File: src/ghue_pkg.sv
// Shared types and constants for the golden-ratio hue HSV to RGB core.
package ghue_pkg;

    localparam int CFG_W = 16;
    localparam int OUT_W = 16;
    localparam int ID_W  = 32;
    localparam int IDX_W = 1;

    // Register indexes on the write port
    localparam logic [IDX_W-1:0] REG_SATURATION = 1'b0;
    localparam logic [IDX_W-1:0] REG_BRIGHTNESS = 1'b1;

    localparam logic [CFG_W-1:0] CFG_RESET = 16'h8000;

    // Golden-ratio conjugate and 0.13 offset as 0.32 fractions
    localparam logic [ID_W-1:0] PHI_FRAC    = 32'h9E37_79B9;
    localparam logic [ID_W-1:0] OFFSET_FRAC = 32'h2147_AE14;

    // Hue sectors of the color wheel
    localparam logic [2:0] SEC_RED_YELLOW    = 3'd0;
    localparam logic [2:0] SEC_YELLOW_GREEN  = 3'd1;
    localparam logic [2:0] SEC_GREEN_CYAN    = 3'd2;
    localparam logic [2:0] SEC_CYAN_BLUE     = 3'd3;
    localparam logic [2:0] SEC_BLUE_MAGENTA  = 3'd4;

    typedef struct packed {
        logic       valid;
        logic [2:0] sector;
    } hue_ctl_t;

endpackage

File: src/golden_hue_hsv_to_rgb_core.sv
// Throughput: one id per cycle; busy stays low, four stages in flight at once.
// The output registers hold each result for one cycle only; the receiver cannot stall.
// Reset (rst_n low, asynchronous) clears the stage valid bits, drops done and
// sets saturation and brightness to 1.0.
// Stages: hue hash + chroma multiply, hue*6 split, c*f multiply, order + offset.
module golden_hue_hsv_to_rgb_core #(
    parameter int FRACTION_BITS = 15
) (
    input  logic                           clk,
    input  logic                           rst_n,
    // command side
    input  logic                           start,
    output logic                           busy,
    input  logic [ghue_pkg::ID_W-1:0]      object_id,
    // register write port
    input  logic                           write_enable,
    input  logic [ghue_pkg::IDX_W-1:0]     write_index,
    input  logic [ghue_pkg::CFG_W-1:0]     write_data,
    // result side
    output logic                           done,
    output logic [ghue_pkg::OUT_W-1:0]     red,
    output logic [ghue_pkg::OUT_W-1:0]     green,
    output logic [ghue_pkg::OUT_W-1:0]     blue
);

    // Working width of s, v, c, x, m: Q1.FRACTION_BITS
    localparam int QW = FRACTION_BITS + 1;
    localparam int EW = QW + ghue_pkg::CFG_W;
    localparam logic [EW-1:0] ONE_EXT = EW'(1) << FRACTION_BITS;

    logic [ghue_pkg::CFG_W-1:0] saturation_reg;
    logic [ghue_pkg::CFG_W-1:0] saturation_next;
    logic [ghue_pkg::CFG_W-1:0] brightness_reg;
    logic [ghue_pkg::CFG_W-1:0] brightness_next;

    logic [EW-1:0]      sat_ext;
    logic [EW-1:0]      bri_ext;
    logic [EW-1:0]      sat_cl;
    logic [EW-1:0]      bri_cl;

    ghue_pkg::hue_ctl_t hue_ctl;
    logic [31:0]        hue_frac;
    logic [QW-1:0]      hue_chroma;
    logic [QW-1:0]      hue_value;
    logic               accept;

    // The pipeline never stalls, so a new transaction is taken every cycle.
    assign busy   = 1'b0;
    assign accept = start & ~busy;

    // Register file: only two indexes exist, each write lands directly.
    always_comb
    begin
        saturation_next = saturation_reg;
        brightness_next = brightness_reg;
        if (write_enable)
        begin
            case (write_index)
                ghue_pkg::REG_SATURATION: saturation_next = write_data;
                ghue_pkg::REG_BRIGHTNESS: brightness_next = write_data;
                default: ;
            endcase
        end
    end

    always_ff @(posedge clk or negedge rst_n)
    begin
        if (!rst_n)
        begin
            saturation_reg <= ghue_pkg::CFG_RESET;
            brightness_reg <= ghue_pkg::CFG_RESET;
        end
        else
        begin
            saturation_reg <= saturation_next;
            brightness_reg <= brightness_next;
        end
    end

    // Values above 1.0 saturate to 1.0 before use
    assign sat_ext = {{QW{1'b0}}, saturation_reg};
    assign bri_ext = {{QW{1'b0}}, brightness_reg};
    assign sat_cl  = (sat_ext > ONE_EXT) ? ONE_EXT : sat_ext;
    assign bri_cl  = (bri_ext > ONE_EXT) ? ONE_EXT : bri_ext;

    // Stages 1-2: hue, sector, fraction, chroma
    ghue_hue #(
        .QW(QW)
    ) u_hue (
        .clk       (clk),
        .rst_n     (rst_n),
        .in_valid  (accept),
        .object_id (object_id),
        .sat_q     (sat_cl[QW-1:0]),
        .val_q     (bri_cl[QW-1:0]),
        .ctl       (hue_ctl),
        .frac      (hue_frac),
        .chroma    (hue_chroma),
        .value     (hue_value)
    );

    // Stages 3-4: secondary component, sector ordering, offset
    ghue_mix #(
        .QW(QW)
    ) u_mix (
        .clk       (clk),
        .rst_n     (rst_n),
        .ctl       (hue_ctl),
        .frac      (hue_frac),
        .chroma    (hue_chroma),
        .value     (hue_value),
        .out_valid (done),
        .red       (red),
        .green     (green),
        .blue      (blue)
    );

endmodule

File: src/ghue_hue.sv
// Hue generation: golden-ratio hash of the id, then sector and fraction split; chroma.
module ghue_hue #(
    parameter int QW = 16
) (
    input  logic                        clk,
    input  logic                        rst_n,
    input  logic                        in_valid,
    input  logic [ghue_pkg::ID_W-1:0]   object_id,
    input  logic [QW-1:0]               sat_q,
    input  logic [QW-1:0]               val_q,
    output ghue_pkg::hue_ctl_t          ctl,
    output logic [31:0]                 frac,
    output logic [QW-1:0]               chroma,
    output logic [QW-1:0]               value
);

    localparam int FB = QW - 1;
    localparam logic [2*QW-1:0] HALF = (2*QW)'(1) << (FB - 1);

    logic                  valid1_reg;
    logic [31:0]           hue1_reg;
    logic [31:0]           hue1_next;
    logic [QW-1:0]         c1_reg;
    logic [QW-1:0]         c1_next;
    logic [QW-1:0]         v1_reg;
    logic [2*QW-1:0]       sv_prod;

    ghue_pkg::hue_ctl_t    ctl2_reg;
    ghue_pkg::hue_ctl_t    ctl2_next;
    logic [31:0]           f2_reg;
    logic [QW-1:0]         c2_reg;
    logic [QW-1:0]         v2_reg;
    logic [34:0]           h6;

    // Stage 1: hue = id * phi' + 0.13 (mod one turn); chroma = round(v * s)
    assign hue1_next = object_id * ghue_pkg::PHI_FRAC + ghue_pkg::OFFSET_FRAC;
    assign sv_prod   = (2*QW)'(val_q) * (2*QW)'(sat_q);
    always_comb
    begin
        logic [2*QW-1:0] rounded;
        rounded = sv_prod + HALF;
        c1_next = rounded[FB+QW-1:FB];
    end

    // Stage 2: hue * 6 = hue*4 + hue*2; sector in the top three bits
    assign h6 = ({3'b000, hue1_reg} << 2) + ({3'b000, hue1_reg} << 1);
    assign ctl2_next.valid  = valid1_reg;
    assign ctl2_next.sector = h6[34:32];

    always_ff @(posedge clk or negedge rst_n)
    begin
        if (!rst_n)
        begin
            valid1_reg <= 1'b0;
            ctl2_reg   <= '0;
        end
        else
        begin
            valid1_reg <= in_valid;
            ctl2_reg   <= ctl2_next;
        end
    end

    always_ff @(posedge clk)
    begin
        hue1_reg <= hue1_next;
        c1_reg   <= c1_next;
        v1_reg   <= val_q;
        f2_reg   <= h6[31:0];
        c2_reg   <= c1_reg;
        v2_reg   <= v1_reg;
    end

    assign ctl    = ctl2_reg;
    assign frac   = f2_reg;
    assign chroma = c2_reg;
    assign value  = v2_reg;

endmodule

File: src/ghue_mix.sv
// Secondary component x = c*f or c*(1-f), then sector ordering and offset add.
module ghue_mix #(
    parameter int QW = 16
) (
    input  logic                         clk,
    input  logic                         rst_n,
    input  ghue_pkg::hue_ctl_t           ctl,
    input  logic [31:0]                  frac,
    input  logic [QW-1:0]                chroma,
    input  logic [QW-1:0]                value,
    output logic                         out_valid,
    output logic [ghue_pkg::OUT_W-1:0]   red,
    output logic [ghue_pkg::OUT_W-1:0]   green,
    output logic [ghue_pkg::OUT_W-1:0]   blue
);

    localparam int PW = QW + 32;
    localparam logic [PW-1:0] ROUND32 = PW'(1) << 31;

    ghue_pkg::hue_ctl_t ctl3_reg;
    logic [PW-1:0]      p3_reg;
    logic [QW-1:0]      c3_reg;
    logic [QW-1:0]      v3_reg;

    logic               valid4_reg;
    logic [ghue_pkg::OUT_W-1:0] red_reg, green_reg, blue_reg;
    logic [ghue_pkg::OUT_W-1:0] red_next, green_next, blue_next;

    // Stage 3: c * f
    always_ff @(posedge clk or negedge rst_n)
    begin
        if (!rst_n)
        begin
            ctl3_reg   <= '0;
            valid4_reg <= 1'b0;
        end
        else
        begin
            ctl3_reg   <= ctl;
            valid4_reg <= ctl3_reg.valid;
        end
    end

    always_ff @(posedge clk)
    begin
        p3_reg <= PW'(chroma) * PW'(frac);
        c3_reg <= chroma;
        v3_reg <= value;
    end

    // Stage 4: odd sectors use c*(1-f) = c<<32 - c*f
    always_comb
    begin
        logic [PW-1:0] xw;
        logic [QW-1:0] x;
        logic [QW-1:0] m;
        logic [QW-1:0] r, g, b;
        logic [QW+15:0] re, ge, be;
        if (ctl3_reg.sector[0])
            xw = ({c3_reg, 32'h0} - p3_reg) + ROUND32;
        else
            xw = p3_reg + ROUND32;
        x = xw[PW-1:32];
        m = v3_reg - c3_reg;
        case (ctl3_reg.sector)
            ghue_pkg::SEC_RED_YELLOW:
            begin
                r = c3_reg; g = x;      b = '0;
            end
            ghue_pkg::SEC_YELLOW_GREEN:
            begin
                r = x;      g = c3_reg; b = '0;
            end
            ghue_pkg::SEC_GREEN_CYAN:
            begin
                r = '0;     g = c3_reg; b = x;
            end
            ghue_pkg::SEC_CYAN_BLUE:
            begin
                r = '0;     g = x;      b = c3_reg;
            end
            ghue_pkg::SEC_BLUE_MAGENTA:
            begin
                r = x;      g = '0;     b = c3_reg;
            end
            default:
            begin
                r = c3_reg; g = '0;     b = x;
            end
        endcase
        // Components never exceed v; resize to the 16-bit port
        re = {16'h0, r + m};
        ge = {16'h0, g + m};
        be = {16'h0, b + m};
        red_next   = re[ghue_pkg::OUT_W-1:0];
        green_next = ge[ghue_pkg::OUT_W-1:0];
        blue_next  = be[ghue_pkg::OUT_W-1:0];
    end

    always_ff @(posedge clk)
    begin
        red_reg   <= red_next;
        green_reg <= green_next;
        blue_reg  <= blue_next;
    end

    assign out_valid = valid4_reg;
    assign red       = red_reg;
    assign green     = green_reg;
    assign blue      = blue_reg;

endmodule

File: config.mk
export PLATFORM = sky130hd
export DESIGN_NAME = golden_hue_hsv_to_rgb_core
export DESIGN_NICKNAME = d
export VERILOG_FILES = /design/src/ghue_pkg.sv /design/src/golden_hue_hsv_to_rgb_core.sv /design/src/ghue_hue.sv /design/src/ghue_mix.sv
export SDC_FILE = /design/constraint.sdc
export NUM_CORES = 2
export LEC_CHECK = 0
export BUFFER_PORTS_ARGS = -buffer_cell sky130_fd_sc_hd__buf_2
export CAP_MARGIN = 25
export CORE_MARGIN = 2
export CORE_UTILIZATION = 30
export CTS_CLUSTER_DIAMETER = 200
export DETAILED_ROUTE_END_ITERATION = 7
export PLACE_DENSITY = 0.5
export SYNTH_ARGS = -nofsm -noshare
export SYNTH_HDL_FRONTEND = slang
export SYNTH_HIERARCHICAL = 1
export SYNTH_SLANG_ARGS = --single-unit
File: constraint.sdc
create_clock -name clk -period 20.7 [get_ports clk]
set_input_delay 1.035 -clock clk [delete_from_list [all_inputs] [get_ports clk]]
set_output_delay 1.035 -clock clk [all_outputs]
set_load 0.005 [all_outputs]
==> results.yml <==
sta:
  period_minus_slack_ps: 7615
  rsz0062_at_grt: "false"
  clock.fmax_mhz: 131.3
  fin_skew_ps: 26.53
  drv_slew: 0
  setup_ws_ps: 13080
  post-route-period-util_pct: 36.79
  finalSetupViolCount: 0
  hold_viol_final: 0
  setup_tns_ps: 0
  relSlewSlack_pct: 30.86
  max_slew.worst_pin.slew_ps: 1037
placed_design:
  place_inst: 7152
  dp_slack_ps: 12540
  hpwlAfterDp_mm: 94.68
  portBuffers: 101
  place_congestion: 0.8696
  dpl_cell_area_um2: 49880
cts:
  clock_latency_ps: 590
  clkTransAtPathRegs_ps: 60
  hold_buffers: 0
  cts-root-buf: "clkbuf_16"
  h-tree-depth: 2
  ctsResizeCount: 0
  numCtsBuffers: 40
  clk_path_buf_depth: 3
  post_cts.repair.setup_buffers: 0
  cts_tree: "done"
  clock_sinks: 297
logic_synthesis:
  ys_seq_area_share_pct: 13.10
  synth_cells: 5097
  synth_area_leaders: "fa_1, ha_1, dfxtp_1"
  synth_cell_types: 92
  synth-xor-area-share_pct: 4.265
  synth_fa_ha_area_share_pct: 50.11
  yosys_warnings: 6
  syn_nets: 6527
  synth_top_area_cell: "fa_1"
  ys_seq_elements: 297
  synth_edf_count: 0
  synth_flop_cell: "dfxtp_1"
  async_reset_ff_share_pct: 14.14
  synth-simple-area-share_pct: 13.50
  syn-cell-area_um2: 47020
  muxShareOfSynthArea_pct: 0.9632
  yosysTopAreaCellShare_pct: 35.93
  synth_compound_area_share_pct: 7.578
  synth_top_family_by_area: "adder cells"
  synth.avg_cell_area_um2: 9.226
critical_path:
  critPathRequiredTime_ps: 21170
  cp_max_fo: 33
  cp-startpoint: "brightness_reg[15]$_DFFE_PN1P_"
  endpoint_kind: "flop"
  crit_arrival_ps: 8090
  crit_type: "reg -> reg"
  r2r_start: "brightness_reg[15]$_DFFE_PN1P_"
  critPathLaunchType: "flop"
global_routing:
  grt_pass1_wl_mm: 196.0
  grt_pass1_vias: 35930
  grt_max_degree: 43
  grt_overflow: 0
  antenna_found_initial: 6
  track_usage_pct: 15.48
die:
  rows: 145
  die_w_um: 399.9
  core_um2: 156000
  ios: 103
  die_h_um: 399.9
  die_area_um2: 159900
  floorplan.initialDensity_pct: 30.14
drt:
  drt_wl_total_mm: 120.2
  ant_nets: 0
  drt-initial-drc-count: 1525
  vias: 33280
  viasPerCell: 4.604
  wl_per_cell_um: 16.63
  first_pass_iters: 6
  drc: 0
worst_hold_path:
  min-delay-path-class: "reg -> reg"
  worstHoldStart: "u_hue/value[6]$_DFF_P_"
finish:
  fin_cells: 7228
  area_delta_synth_final_pct: 9.026
  postLayoutCellArea_um2: 51270
  largest_reg_flops: 48
  drive_gt1_share_pct: 5.765
  fin_nets: 6568
flow_run:
  drv_cap: 0
outcome:
  outcome: "complete, no violations"
## final cells by class
cell class	instances	area, µm²
Fill cell	16460	104800
Multi-Input combinational cell	3498	35970
Sequential cell	297	6165
Inverter	1151	4320
Tap cell	2058	2575
Clock buffer	59	1174
Timing Repair Buffer	150	880.8
Clock inverter	14	183.9
Antenna cell	1	2.502
## cells by family (layout without fill, tap and decap cells)
kind of cell / Yosys count / after routing
AOI/OAI and AO/OA: 548 / 548
other: 2 / 3
adders and majority gates: 1377 / 1377
muxes: 37 / 37
DFF: 297 / 297
buffers and inverters: 1302 / 1374
xor gates and xnor gates: 229 / 229
and+or+nand+nor: 1305 / 1305
## path summary, 6_finish.rpt
path,to,depth (start not counted),slack (ps)
min,u_mix/v3_reg[6]$_DFF_P_,0,320
min reg2reg,u_mix/v3_reg[6]$_DFF_P_,0,320
max reg2reg,u_hue/c1_reg[15]$_DFF_P_,22,13080
max in group asynchronous,brightness_reg[5]$_DFFE_PN0P_,2,19750
max,u_hue/c1_reg[15]$_DFF_P_,22,13080
min in group asynchronous,saturation_reg[0]$_DFFE_PN0P_,2,530
## worst max-delay path: stages (launching register included)
cell	delay, ps
dfstp_2	590
nor2b_2	860
nand2_1	170
fa_1	540
inv_1	50
fa_1	520
inv_1	50
fa_1	500
inv_1	50
fa_1	470
inv_1	50
fa_1	520
inv_1	50
fa_1	470
ha_1	380
and3_1	200
nand3_1	130
o311ai_0	870
or2_0	190
o221ai_1	150
a21oi_1	250
nor4_1	80
a311o_1	320
## layout by cell type (no fill, tap or decap), types with 48 or more instances in the layout
cell,instances
fa_1,844
buf_4,48
nand2_1,590
and2_1,310
a21oi_1,162
inv_1,1150
ha_1,533
xnor2_1,178
nor2_1,133
a21o_1,57
o21ai_0,115
dfxtp_1,250
buf_2,101
xor2_1,51
## cell usage after synthesis, types with 6 or more instances
master / instances
o31ai_1: 8
nor2b_1: 55
o21bai_1: 26
and4_1: 6
nand3_1: 41
nand2b_1: 21
a211oi_1: 31
mux2_4: 11
dfrtp_1: 40
clkbuf_1: 138
and2_1: 310
o211ai_1: 7
fa_1: 844
nand4_1: 22
or4_1: 7
mux2_2: 22
o21ai_0: 115
xor2_1: 51
dfxtp_1: 255
ha_1: 533
a31oi_1: 17
a22o_1: 7
a221oi_1: 11
a21oi_1: 162
or2_2: 8
a21boi_0: 7
nor3_1: 47
and3_1: 19
nor4_1: 7
nand2_1: 590
a22oi_1: 6
a21o_1: 57
inv_1: 1150
o21a_1: 25
o22ai_1: 7
nor2_1: 133
xnor2_1: 178
or3_1: 12
## stage by stage
| step | hold WS, ps | utilization, % |
|---|---|---|
| final | 319.1 | 32.86 |
| after global routing | 328.2 | 32.86 |
| after CTS | 320.1 | 32.84 |
| after detailed placement | 312.0 | 31.97 |
| after global placement | 310.5 | 31.97 |
| after floorplan | 309.6 | - |
## routing by layer
| metal | wire [µm] | track usage (%) |
|---|---|---|
| met5 | 13 | 0 |
| met4 | 2094 | 3.384 |
| met3 | 5039 | 1.641 |
| met2 | 55980 | 25.75 |
| met1 | 57100 | 21.66 |
Power is left out: the tool's default activity adds up to more than one toggle a clock period on the data nets, which glitch-free logic cannot reach.
